`src/hdl/tcs_pkg.sv`:
```
// shared types, constants and byte helpers for the text comment stripper
package tcs_pkg;

    localparam int MAX_LINE = 1024;
    localparam int POS_W    = $clog2(MAX_LINE);
    localparam int KEY_LEN  = 8;

    // last chunk position before the length limit closes the chunk
    localparam logic [POS_W-1:0] LAST_POS = POS_W'(MAX_LINE - 2);

    localparam logic [7:0] BYTE_LF    = 8'd10;
    localparam logic [7:0] BYTE_CR    = 8'd13;
    localparam logic [7:0] BYTE_TAB   = 8'd9;
    localparam logic [7:0] BYTE_FF    = 8'd12;
    localparam logic [7:0] BYTE_SPACE = 8'd32;
    localparam logic [7:0] PCT_CHAR   = 8'd37;

    localparam int ADDR_W = 5;

    // register indexes on the configuration port
    localparam logic [2:0] REG_STRIP_WHOLE   = 3'd0;
    localparam logic [2:0] REG_STRIP_INLINE  = 3'd1;
    localparam logic [2:0] REG_STRIP_KEYWORD = 3'd2;
    localparam logic [2:0] REG_LINE_CHAR     = 3'd3;
    localparam logic [2:0] REG_INLINE_CHAR   = 3'd4;
    localparam logic [2:0] REG_CHECK_CTRL    = 3'd5;

    typedef enum logic [4:0] {
        MODE_START = 5'b00001,
        MODE_MATCH = 5'b00010,
        MODE_TRUNC = 5'b00100,
        MODE_PASS  = 5'b01000,
        MODE_DROP  = 5'b10000
    } mode_t;

    // the "Comment " keyword, one byte per index
    function automatic logic [7:0] keyword_byte(input logic [2:0] idx);
        logic [7:0] b;
        unique case (idx)
            3'd0: b = 8'h43;
            3'd1: b = 8'h6f;
            3'd2: b = 8'h6d;
            3'd3: b = 8'h6d;
            3'd4: b = 8'h65;
            3'd5: b = 8'h6e;
            3'd6: b = 8'h74;
            3'd7: b = 8'h20;
            default: b = 8'h20;
        endcase
        return b;
    endfunction

    function automatic logic is_bad_control(input logic [7:0] b);
        return (b < BYTE_SPACE) && (b != BYTE_LF) && (b != BYTE_CR)
            && (b != BYTE_TAB) && (b != BYTE_FF);
    endfunction

endpackage

```
`src/hdl/text_comment_stripper.sv`:
```
// text comment stripper: config registers, chunk state, result run buffer
// an accepted beat passes the input register, then the result run buffer, before its first result shows
// throughput: one beat per cycle while each beat gives at most one result and out_stall is low
// a beat giving n results holds the result buffer until all n are taken (n up to 8)
// the input register takes the next beat while the last result waits
// reset: asynchronous, clears chunk state, run buffer counts and config to defaults
module text_comment_stripper (
    input  logic                      clk,
    input  logic                      rst_n,
    input  logic                      in_valid,
    output logic                      in_stall,
    input  logic [7:0]                in_byte,
    input  logic                      end_of_stream,
    output logic                      out_valid,
    input  logic                      out_stall,
    output logic [7:0]                out_byte,
    output logic                      last_of_run,
    output logic                      bad_control,
    input  logic                      psel,
    input  logic                      penable,
    input  logic                      pwrite,
    input  logic [tcs_pkg::ADDR_W-1:0] paddr,
    input  logic [31:0]               pwdata,
    output logic [31:0]               prdata,
    output logic                      pready
);
    import tcs_pkg::*;

    logic       strip_whole_lines_reg;
    logic       strip_inline_reg;
    logic       strip_comment_keyword_lines_reg;
    logic [7:0] line_comment_char_reg;
    logic [7:0] inline_comment_char_reg;
    logic       check_controls_reg;

    logic       in_full_reg;
    logic [7:0] in_byte_reg;
    logic       eos_reg;

    mode_t            mode_reg, mode_next, mode_work;
    logic [2:0]       held_reg, held_next, held_eff;
    logic [POS_W-1:0] pos_reg, pos_next;

    logic [3:0] key_count_reg, key_count_next;
    logic [7:0] tail_byte_reg, tail_raw;
    logic       tail_flag_reg;
    logic       has_tail;
    logic [3:0] run_total_reg, run_pos_reg;

    logic       rel_hit;
    logic [3:0] rel_idx;
    logic       run_free;
    logic       load;
    logic       out_take;
    logic [2:0] reg_idx;
    logic       cfg_write;

    // configuration port
    assign pready    = 1'b1;
    assign reg_idx   = paddr[4:2];
    assign cfg_write = psel && penable && pwrite && pready;

    always_ff @(posedge clk or negedge rst_n)
    begin
        if (!rst_n)
        begin
            strip_whole_lines_reg           <= 1'b0;
            strip_inline_reg                <= 1'b0;
            strip_comment_keyword_lines_reg <= 1'b0;
            line_comment_char_reg           <= PCT_CHAR;
            inline_comment_char_reg         <= PCT_CHAR;
            check_controls_reg              <= 1'b0;
        end
        else if (cfg_write)
        begin
            unique case (reg_idx)
                REG_STRIP_WHOLE:   strip_whole_lines_reg           <= pwdata[0];
                REG_STRIP_INLINE:  strip_inline_reg                <= pwdata[0];
                REG_STRIP_KEYWORD: strip_comment_keyword_lines_reg <= pwdata[0];
                REG_LINE_CHAR:     line_comment_char_reg           <= pwdata[7:0];
                REG_INLINE_CHAR:   inline_comment_char_reg         <= pwdata[7:0];
                REG_CHECK_CTRL:    check_controls_reg              <= pwdata[0];
                default: ;
            endcase
        end
    end

    always_comb
    begin
        unique case (reg_idx)
            REG_STRIP_WHOLE:   prdata = {31'd0, strip_whole_lines_reg};
            REG_STRIP_INLINE:  prdata = {31'd0, strip_inline_reg};
            REG_STRIP_KEYWORD: prdata = {31'd0, strip_comment_keyword_lines_reg};
            REG_LINE_CHAR:     prdata = {24'd0, line_comment_char_reg};
            REG_INLINE_CHAR:   prdata = {24'd0, inline_comment_char_reg};
            REG_CHECK_CTRL:    prdata = {31'd0, check_controls_reg};
            default:           prdata = 32'd0;
        endcase
    end

    // handshakes
    assign out_valid   = (run_pos_reg != run_total_reg);
    assign last_of_run = ((run_pos_reg + 4'd1) == run_total_reg);
    assign out_take    = out_valid && !out_stall;
    assign run_free    = !out_valid || (last_of_run && !out_stall);
    assign load        = in_full_reg && run_free;
    assign in_stall    = in_full_reg && !load;

    always_ff @(posedge clk or negedge rst_n)
    begin
        if (!rst_n)
            in_full_reg <= 1'b0;
        else if (!in_stall)
            in_full_reg <= in_valid;
    end

    always_ff @(posedge clk)
    begin
        if (in_valid && !in_stall)
        begin
            in_byte_reg <= in_byte;
            eos_reg     <= end_of_stream;
        end
    end

    // mode chosen at the first byte of a chunk
    always_comb
    begin
        held_eff  = held_reg;
        mode_work = mode_reg;
        if (mode_reg == MODE_START)
        begin
            held_eff = 3'd0;
            if (strip_whole_lines_reg && (in_byte_reg == line_comment_char_reg))
                mode_work = MODE_DROP;
            else if (strip_inline_reg)
                mode_work = strip_comment_keyword_lines_reg ? MODE_TRUNC : MODE_MATCH;
            else
                mode_work = MODE_PASS;
        end
    end

    // first inline comment byte among the held keyword bytes, position one on
    always_comb
    begin
        rel_hit = 1'b0;
        rel_idx = 4'd0;
        for (int j = KEY_LEN - 1; j >= 1; j--)
        begin
            if ((3'(j) < held_eff) && (keyword_byte(3'(j)) == inline_comment_char_reg))
            begin
                rel_hit = 1'b1;
                rel_idx = 4'(j);
            end
        end
    end

    always_comb
    begin
        mode_next      = mode_reg;
        held_next      = 3'd0;
        pos_next       = pos_reg;
        key_count_next = 4'd0;
        has_tail       = 1'b0;
        tail_raw       = in_byte_reg;

        if (eos_reg)
        begin
            if (mode_reg == MODE_MATCH)
            begin
                if (rel_hit)
                begin
                    key_count_next = rel_idx;
                    has_tail       = 1'b1;
                    tail_raw       = BYTE_LF;
                end
                else
                    key_count_next = {1'b0, held_eff};
            end
            mode_next = MODE_START;
            pos_next  = '0;
        end
        else
        begin
            mode_next = mode_work;
            unique case (mode_work)
                MODE_MATCH:
                begin
                    if (in_byte_reg == keyword_byte(held_eff))
                    begin
                        if (held_eff == 3'(KEY_LEN - 1))
                        begin
                            key_count_next = 4'(KEY_LEN);
                            mode_next      = MODE_PASS;
                        end
                        else
                            held_next = held_eff + 3'd1;
                    end
                    else if (rel_hit)
                    begin
                        key_count_next = rel_idx;
                        has_tail       = 1'b1;
                        tail_raw       = BYTE_LF;
                        mode_next      = MODE_DROP;
                    end
                    else
                    begin
                        key_count_next = {1'b0, held_eff};
                        has_tail       = 1'b1;
                        if ((pos_reg != '0) && (in_byte_reg == inline_comment_char_reg))
                        begin
                            tail_raw  = BYTE_LF;
                            mode_next = MODE_DROP;
                        end
                        else
                            mode_next = MODE_TRUNC;
                    end
                end
                MODE_TRUNC:
                begin
                    has_tail = 1'b1;
                    if ((pos_reg != '0) && (in_byte_reg == inline_comment_char_reg))
                    begin
                        tail_raw  = BYTE_LF;
                        mode_next = MODE_DROP;
                    end
                end
                MODE_PASS:
                    has_tail = 1'b1;
                MODE_DROP: ;
                default: ;
            endcase

            // held bytes cannot reach the length limit for any legal chunk length
            if ((in_byte_reg == BYTE_LF) || (pos_reg >= LAST_POS))
            begin
                mode_next = MODE_START;
                held_next = 3'd0;
                pos_next  = '0;
            end
            else
                pos_next = pos_reg + POS_W'(1);
        end
    end

    always_ff @(posedge clk or negedge rst_n)
    begin
        if (!rst_n)
        begin
            mode_reg      <= MODE_START;
            held_reg      <= 3'd0;
            pos_reg       <= '0;
            run_total_reg <= 4'd0;
            run_pos_reg   <= 4'd0;
        end
        else if (load)
        begin
            mode_reg      <= mode_next;
            held_reg      <= held_next;
            pos_reg       <= pos_next;
            run_total_reg <= key_count_next + {3'd0, has_tail};
            run_pos_reg   <= 4'd0;
        end
        else if (out_take)
            run_pos_reg <= run_pos_reg + 4'd1;
    end

    always_ff @(posedge clk)
    begin
        if (load)
        begin
            key_count_reg <= key_count_next;
            if (check_controls_reg && is_bad_control(tail_raw))
            begin
                tail_byte_reg <= BYTE_SPACE;
                tail_flag_reg <= 1'b1;
            end
            else
            begin
                tail_byte_reg <= tail_raw;
                tail_flag_reg <= 1'b0;
            end
        end
    end

    // keyword bytes first, then the tail byte of the beat
    always_comb
    begin
        if (run_pos_reg < key_count_reg)
        begin
            out_byte    = keyword_byte(run_pos_reg[2:0]);
            bad_control = 1'b0;
        end
        else
        begin
            out_byte    = tail_byte_reg;
            bad_control = tail_flag_reg;
        end
    end

    a_held_only_matching: assert property (@(posedge clk) disable iff (!rst_n)
        (held_reg != 3'd0) |-> (mode_reg == MODE_MATCH))
        else $error("held keyword bytes outside keyword matching");

    a_start_at_zero: assert property (@(posedge clk) disable iff (!rst_n)
        (mode_reg == MODE_START) |-> (pos_reg == '0))
        else $error("chunk start with non-zero position");

    a_run_continues: assert property (@(posedge clk) disable iff (!rst_n)
        (out_valid && !out_stall && !last_of_run) |=> out_valid)
        else $error("result run ended before its last beat");

    a_run_bounded: assert property (@(posedge clk) disable iff (!rst_n)
        (run_total_reg <= 4'(KEY_LEN)) && (run_pos_reg <= run_total_reg))
        else $error("result run count out of range");

    a_item_kept: assert property (@(posedge clk) disable iff (!rst_n)
        (in_full_reg && !run_free) |=> in_full_reg)
        else $error("pending beat lost while result buffer busy");

endmodule
```
`config.mk`:
```
export PLATFORM = sky130hd
export DESIGN_NAME = text_comment_stripper
export DESIGN_NICKNAME = d
export VERILOG_FILES = /design/src/hdl/tcs_pkg.sv /design/src/hdl/text_comment_stripper.sv
export SDC_FILE = /design/constraint.sdc
export NUM_CORES = 1
export LEC_CHECK = 0
export ABC_AREA = 1
export ABC_CLOCK_PERIOD_IN_PS = 9140
export BUFFER_PORTS_ARGS = -buffer_cell sky130_fd_sc_hd__buf_4
export CAP_MARGIN = 0
export CELL_PAD_IN_SITES_DETAIL_PLACEMENT = 0
export CELL_PAD_IN_SITES_GLOBAL_PLACEMENT = 1
export CORE_MARGIN = 8
export CORE_UTILIZATION = 45
export CTS_BUF_LIST = sky130_fd_sc_hd__clkbuf_8
export DETAILED_ROUTE_END_ITERATION = 12
export MAX_ROUTING_LAYER = met4
export PLACE_DENSITY_LB_ADDON = 0.1
export RECOVER_POWER = 100
export SETUP_SLACK_MARGIN = 0.05
export SLEW_MARGIN = 20
export SYNTH_ARGS = -nofsm -noshare
export SYNTH_HDL_FRONTEND = slang
export SYNTH_SLANG_ARGS = --single-unit
```
`constraint.sdc`:
```
create_clock -name clk -period 9.14 [get_ports clk]
set_clock_uncertainty 0.15 [all_clocks]
set_input_delay 1.371 -clock clk [delete_from_list [all_inputs] [get_ports clk]]
set_output_delay 1.371 -clock clk [all_outputs]
set_load 0.01 [all_outputs]
```
Word-level counts from Yosys, hierarchy flattened:

Memories as Yosys holds them, arrays and structs flattened.
Index checks and enable logic that the tools add are counted.

* $add $sub $neg: 4
* order comparisons: 10
* eq/ne operators: 27
* multiplexer cells: 60
* reductions and logical operators: 37

Operator list (count)
* $mux W8: 9
* $mux W4: 15
* $pmux W8 S6: 1
* $mux W5: 9
* $eq A7 B8 Y1 const A: 5
* $ne A8 B4 Y1 const B: 4
* $eq A8 B8 Y1: 3
* $mux W3: 8
* $logic_and A1 B1 Y1: 21
* $mux W10: 2
* $pmux W8 S2: 1
* $mux W1: 13
* $lt A3 B3 Y1 const A: 4
* $reduce_and A2 Y1: 6
* $add A10 B1 Y10 const B: 1
* $eq A5 B2 Y1 const B: 2
* $ge A10 B10 Y1 const B: 1
* $pmux W5 S2: 1
* $reduce_bool A10 Y1: 1
* $eq A3 B3 Y1 const B: 3
* $eq A6 B8 Y1 const A: 1
* $eq A8 B4 Y1 const B: 1
* $lt A8 B6 Y1 const B: 1
* $eq A3 B2 Y1 const B: 2
* other kinds (18): 23

* flip-flop bits (word level): 69
* bits in read-only memories: 112
* input port bits: 53
* output and inout port bits: 45
* logic and storage cells: 157
* memories kept: 2

Memories
* (name not given): depth 8, width 7, rd ports 1, clocked after Yosys merged registers in 0, write ports 0, RTL line tcs_pkg.sv:39 `unique case (idx)`
* (name not given): depth 8, width 7, rd ports 1, clocked after Yosys merged registers in 0, write ports 0, RTL line tcs_pkg.sv:39

Longest topological paths before layout:

* depth after elaboration: 22
* depth in mapped cells: 20
* depth with buffers taken out: 20

Worst setup path before layout:

Ideal clock, no wire load.

* path type: input to output
* start: input port paddr[3] (netlist name)
* end: output port prdata[5]
* data arrival time: 2.162 ns
* required time: 7.619 ns
* slack: 5.457 ns
* stages on the path: 4
* cell sequence: inv_1 > nor3_1 > inv_1 > o21ai_0

* longest elaborated chain between the ends: 2
* elaborated cells between the ends (all ways): 7
* those cells by class: eq/ne: 5; mux: 1; reduce/logical: 1

RTL lines
* start: declaration: RTL line text_comment_stripper.sv:22 `input logic [tcs_pkg::ADDR_W-1:0] paddr,`
* $eq A3 B3 Y1, or another cell as far along: RTL line text_comment_stripper.sv:90 `unique case (reg_idx)`
* $pmux W8 S6 *: RTL line text_comment_stripper.sv:90
* end: declaration: RTL line text_comment_stripper.sv:24 `output logic [31:0] prdata,`

Mark *: on every way between the ends. The rest lies on a longest branch, timed or not.

Worst setup path in the final report:

* start: register mode_reg[0]
* end: register tail_byte_reg[4] (data pin)

* longest elaborated chain between the ends: 21
* elaborated cells between the ends (all ways): 47
* those cells by class: order compare: 8; eq/ne: 9; mux: 17; reduce/logical: 12; memory: 1

RTL lines
* start: declaration: RTL line text_comment_stripper.sv:40 `mode_t mode_reg, mode_next, mode_work;`
* start signal: assignment: RTL line text_comment_stripper.sv:258 `mode_reg <= mode_next;`
* $eq A5 B1 Y1: RTL line text_comment_stripper.sv:131 `if (mode_reg == MODE_START)`
* $mux W3: RTL line text_comment_stripper.sv:131
* $lt A3 B3 Y1: RTL line text_comment_stripper.sv:150 `if ((3'(j) < held_eff) && (keyword_byte(3'(j)) == inline_comment_char_reg))`
* $logic_and A1 B1 Y1: RTL line text_comment_stripper.sv:150
* $mux W1 (7 in a row): RTL line text_comment_stripper.sv:150
* $mux W8: RTL line text_comment_stripper.sv:199 `else if (rel_hit)`
* $mux W8: RTL line text_comment_stripper.sv:189 `if (in_byte_reg == keyword_byte(held_eff))`
* $pmux W8 S2: RTL line text_comment_stripper.sv:186 `unique case (mode_work)`
* $mux W8 *: RTL line text_comment_stripper.sv:167 `if (eos_reg)`
* $lt A8 B6 Y1 or $ne A8 B4 Y1 (tied branches): RTL line tcs_pkg.sv:54 `return (b < BYTE_SPACE) && (b != BYTE_LF) && (b != BYTE_CR)`
* $logic_and A1 B1 Y1 (2 in a row): RTL line tcs_pkg.sv:54
* $logic_and A1 B1 Y1 (2 in a row): RTL line tcs_pkg.sv:55 `&& (b != BYTE_TAB) && (b != BYTE_FF);`
* $logic_and A1 B1 Y1: RTL line text_comment_stripper.sv:273 `if (check_controls_reg && is_bad_control(tail_raw))`
* end signal: assignment: RTL line text_comment_stripper.sv:280 `tail_byte_reg <= tail_raw;`
* end: declaration: RTL line text_comment_stripper.sv:45 `logic [7:0] tail_byte_reg, tail_raw;`

Mark *: on every way between the ends. The rest lies on a longest branch, timed or not. The select of a mux whose other input is x is not followed.
A chain may end at the register's enable or synchronous reset.

==> impl_results.html <==
<table>
<tr><th>Metric</th><th>Value</th></tr>
<tr><th colspan="2">Outcome</th></tr>
<tr><td>Result of the run</td><td>finished with violations</td></tr>
<tr><td>Violations in the final reports</td><td>capacitance limit, slew limit</td></tr>
<tr><th colspan="2">Final layout</th></tr>
<tr><td>Number of antenna repair diodes</td><td>0</td></tr>
<tr><td>Filler instances</td><td>1,080</td></tr>
<tr><td>Total Nets Final</td><td>around 740</td></tr>
<tr><td>Fraction of layout cells with a size suffix above 1</td><td>9.52%</td></tr>
<tr><td>Flip-flop count of the largest register after layout</td><td>10</td></tr>
<tr><td>Filler-free cell count of the finished design</td><td>just over 800</td></tr>
<tr><td>Register Area</td><td>1850 um2</td></tr>
<tr><td>Area of all placed cells without fillers</td><td>between 5000 and 6000 um2</td></tr>
<tr><td>Area grow syn2layout</td><td>8.05%</td></tr>
<tr><td>Area taken by multi-input logic gates</td><td>2330 um2</td></tr>
<tr><th colspan="2">Timing</th></tr>
<tr><td>Max-slew violations</td><td>48</td></tr>
<tr><td>Post-route setup TNS</td><td>0 ns</td></tr>
<tr><td>Actual transition at the worst max-transition pin</td><td>2.58 ns</td></tr>
<tr><td>Final number of setup-violating endpoints</td><td>0</td></tr>
<tr><td>RSZ-0062 raised after global routing</td><td>no</td></tr>
<tr><td>Fraction of the cycle the final worst path needs</td><td>46.4%</td></tr>
<tr><td>Timing-limited maximum frequency</td><td>between 200 and 250 MHz</td></tr>
<tr><td>Max-Slew Margin vs Limit</td><td>-71.7%</td></tr>
<tr><td>Final period demand of the worst path</td><td>between 4 and 5 ns</td></tr>
<tr><td>Hold Vio Cnt, Final</td><td>0</td></tr>
<tr><td>Tightest hold margin</td><td>0.341 ns</td></tr>
<tr><th colspan="2">Synth</th></tr>
<tr><td>Count of flip-flops with a built-in enable after synthesis</td><td>22</td></tr>
<tr><td>Seq cells post-synth</td><td>69</td></tr>
<tr><td>Number of instances in the synthesized netlist</td><td>624</td></tr>
<tr><td>Avg Synthesized Cell Area</td><td>7.60 um2</td></tr>
<tr><td>Share of the synthesized area in the top cell type</td><td>a little over a fifth</td></tr>
<tr><td>Most frequent cells after synthesis</td><td>nand2_1 (145), inv_1 (93), nor2_1 (51), o21ai_0 (43), dfrtp_1 (40)</td></tr>
<tr><td>Sequential-to-total area share from yosys stat</td><td>38.9%</td></tr>
<tr><td>Leading area contributor after synthesis</td><td>dfrtp_1</td></tr>
<tr><td>Dominant register cell in the synthesized netlist</td><td>dfrtp_1</td></tr>
<tr><td>Library cell with the highest instance count after synthesis</td><td>nand2_1</td></tr>
<tr><td>Leading cell types by total area after synthesis</td><td>dfrtp_1 (21%), edfxtp_1 (14%), nand2_1 (11%)</td></tr>
<tr><td>Count of warnings emitted by yosys</td><td>0</td></tr>
<tr><td>Share of synthesized registers carrying an async set or reset</td><td>68.1%</td></tr>
<tr><td>Post-synthesis cell area</td><td>~4700 um2</td></tr>
<tr><td>Number of distinct library cells after synthesis</td><td>48</td></tr>
<tr><th colspan="2">GRT</th></tr>
<tr><td>Wire length of the first global-routing pass</td><td>19,600 um</td></tr>
<tr><td>Met2 demand-to-capacity share in global routing</td><td>28.6%</td></tr>
<tr><td>Met3 Usage GRT</td><td>3.19%</td></tr>
<tr><td>Met1 GRT Util</td><td>20.4%</td></tr>
<tr><td>Most heavily used metal layer in global routing</td><td>met2</td></tr>
<tr><td>Global routing usage summed across all routing layers</td><td>17.3%</td></tr>
<tr><td>Overall overflow remaining after global route</td><td>0</td></tr>
<tr><td>Maximum number of pins on one net before global-route repair</td><td>48</td></tr>
<tr><td>Antenna violations before repair</td><td>0</td></tr>
<tr><td>Vias in the first global route</td><td>4,080</td></tr>
<tr><th colspan="2">CTS</th></tr>
<tr><td>Buffer levels on the longest clock path</td><td>2</td></tr>
<tr><td>Clock-pin slew of the registers on the worst-case setup and hold paths</td><td>0.08 ns</td></tr>
<tr><td>Setup bufs post-CTS</td><td>0</td></tr>
<tr><td>CTS tree</td><td>done</td></tr>
<tr><td>Cts repair resizes</td><td>0</td></tr>
<tr><td># clock sinks</td><td>approximately 70</td></tr>
<tr><td>Number of hold buffers added after CTS</td><td>0</td></tr>
<tr><td>Total clock buffers created by CTS</td><td>9</td></tr>
<tr><td>Total number of H-tree levels</td><td>3</td></tr>
<tr><td>Root Buffer Master</td><td>clkbuf_8</td></tr>
<tr><td>Worst-Skew Late Latency</td><td>0.35 ns</td></tr>
<tr><th colspan="2">Die</th></tr>
<tr><td>Count of standard-cell rows</td><td>37</td></tr>
<tr><td>Die Height</td><td>119 um</td></tr>
<tr><td>Starting density of the core</td><td>46.2%</td></tr>
<tr><td>Die boundary width</td><td>119 um</td></tr>
<tr><td>Full die area</td><td>14,100 um2</td></tr>
<tr><td>Ports placed on the boundary</td><td>98</td></tr>
<tr><td>Floorplan Core Area</td><td>a little over 10,000 um2</td></tr>
<tr><th colspan="2">Place</th></tr>
<tr><td>Number of buffers inserted by port buffering</td><td>46</td></tr>
<tr><td>Cell count after placement</td><td>~800</td></tr>
<tr><td>Placer Congestion</td><td>0.844</td></tr>
<tr><td>HPWL Detailed</td><td>8800 um</td></tr>
<tr><td>Placed cell area</td><td>5100 um2</td></tr>
<tr><th colspan="2">Min path</th></tr>
<tr><td>Tightest Hold Check Type</td><td>flip-flop to flip-flop</td></tr>
<tr><td>Number of cells on the worst hold path</td><td>2</td></tr>
<tr><th colspan="2">Worst setup path</th></tr>
<tr><td>CP max FO</td><td>15</td></tr>
<tr><td>Depth of the critical timing path with buffers and inverters included</td><td>18</td></tr>
<tr><td>Worst reg-to-reg path cell count</td><td>18</td></tr>
<tr><td>Cell at the slowest stage of the critical path</td><td>dfstp_1</td></tr>
<tr><td>Top Family by Delay on Critical Path</td><td>simple AND/OR/NAND/NOR gates</td></tr>
<tr><td>Slowest Stage Delay on Critical Path</td><td>approximately 0.57 ns</td></tr>
<tr><td>Category of the most critical setup path</td><td>flip-flop to flip-flop</td></tr>
<tr><td>Critical path, cell by cell</td><td>inv_1 &gt; nor2_4 &gt; nand3_1 &gt; nand2_1 &gt; inv_1 &gt; ha_1 &gt; ha_1 &gt; xnor2_1 &gt; nor2_1 &gt; nand2_1 &gt; a21oi_1 &gt; nand3_1 &gt; nand3_1 &gt; nand3_2 &gt; nand2_1 &gt; nand4_1 &gt; nand3_1 &gt; a21oi_1</td></tr>
<tr><td>Critical path endpoint category</td><td>flip-flop</td></tr>
<tr><td>Count of buffer and inverter cells on the critical path</td><td>2</td></tr>
<tr><td>Worst path required time</td><td>9.09 ns</td></tr>
<tr><td>Data arrival, critical path</td><td>about 4.2 ns</td></tr>
<tr><td>Cell type with the highest occurrence count on the critical path</td><td>nand3_1</td></tr>
<tr><td>Nature of the critical path startpoint</td><td>flip-flop</td></tr>
<tr><th colspan="2">Routing</th></tr>
<tr><td>TritonRoute pass-1 iters</td><td>4</td></tr>
<tr><td>Total via count after detailed routing</td><td>3,976</td></tr>
<tr><td>DRC errors left</td><td>0</td></tr>
<tr><td>WL per Instance</td><td>14.0 um</td></tr>
<tr><td>Sum of routed wire length over all layers</td><td>11,300 um</td></tr>
<tr><td>Routed Antenna Nets</td><td>0</td></tr>
<tr><td>Drt via density</td><td>4.92</td></tr>
<tr><td>Count of routing violations after the opening detailed-route iteration</td><td>around 260</td></tr>
<tr><th colspan="2">Flow run</th></tr>
<tr><td>Total of max-cap violations</td><td>1</td></tr>
<tr><th colspan="2">Power</th></tr>
<tr><td>Maximum resistive drop on vdd</td><td>around 0.00011 V</td></tr>
<tr><td>Power per unit of standard cell area</td><td>270 nW/um2</td></tr>
<tr><td>Static power due to leakage</td><td>roughly 2.4 nW</td></tr>
</table>
==> final cells by class <==
type | instances | area share [%]
Multi-Input combinational cell | 446 | 45.5
Sequential cell | 69 | 36.0
Inverter | 95 | 7.01
Timing Repair Buffer | 46 | 5.05
Tap cell | 136 | 3.32
Clock buffer | 9 | 2.42
Clock inverter | 7 | 0.708
==> layout by cell type (no fill, tap or decap), drive strengths merged, types with 4 or more instances in the layout <==
cell type / count
nand2: 151
inv: 96
nor2: 59
o21ai: 47
nand3: 42
clkbuf: 42
dfrtp: 40
conb: 25
edfxtp: 22
ha: 19
a21oi: 19
nand4: 18
buf: 13
xnor2: 11
nor3: 10
o22ai: 9
dfstp: 7
xor2: 6
a31oi: 6
o211ai: 5
clkinv: 4
==> power by group <==
part,switching (mW),leakage [nW],internal (mW)
Combinational,0.428,1.56,0.214
Clock,0.117,0.0850,0.0946
Sequential,0.0977,0.802,0.434
==> per-layer routing <==
layer | share of wire, % | routed length, um
met4 | 1.8 | 207
met1 | 46 | 5190
met3 | 3.7 | 416
met5 | 0 | 0
met2 | 49 | 5490
==> worst register-to-register path, cell delays in order (launching register included) <==
cell and delay (ns):
dfstp_1 0.57, inv_1 0.10, nor2_4 0.08, nand3_1 0.43, nand2_1 0.45, inv_1 0.12
ha_1 0.22, ha_1 0.25, xnor2_1 0.13, nor2_1 0.09, nand2_1 0.06, a21oi_1 0.12
nand3_1 0.16, nand3_1 0.16, nand3_2 0.08, nand2_1 0.31, nand4_1 0.15, nand3_1 0.25
a21oi_1 0.12
==> final timing paths <==
path                                     startpoint                       end  slack (ns)
max                                     mode_reg[0]          tail_byte_reg[4]        4.90
min                        line_comment_char_reg[1]  line_comment_char_reg[1]        0.34
max reg2reg                             mode_reg[0]          tail_byte_reg[4]        4.90
min reg2reg                line_comment_char_reg[1]  line_comment_char_reg[1]        0.34
max in group asynchronous                     rst_n  line_comment_char_reg[4]        5.69
min in group asynchronous                     rst_n            run_pos_reg[0]        1.67
==> through the flow <==
| step | setup WS [ns] | power (mW) | util (%) |
|---|---|---|---|
| after CTS | 5.14 | 1.46 | 51.2 |
| after floorplan | 5.46 | 1.03 | - |
| after global routing | 4.45 | 1.52 | 49.9 |
| after global placement | 5.13 | 1.24 | 49.6 |
| final | 4.90 | 1.38 | 49.9 |
| after detailed placement | 5.14 | 1.25 | 49.6 |
==> cell families (layout without fill, tap and decap cells) <==
group	count (synthesis)	count (layout)	synth area share (%)
AOI/OAI and AO/OA	97	97	12.1
xor gates and xnor gates	17	17	3.14
adders and majority gates	19	19	5.01
buffers and inverters	132	157	12.7
DFF	69	69	38.9
other	2	25	0.158
and+or+nand+nor	288	288	28.0
(Power assumes the default switching activity.)
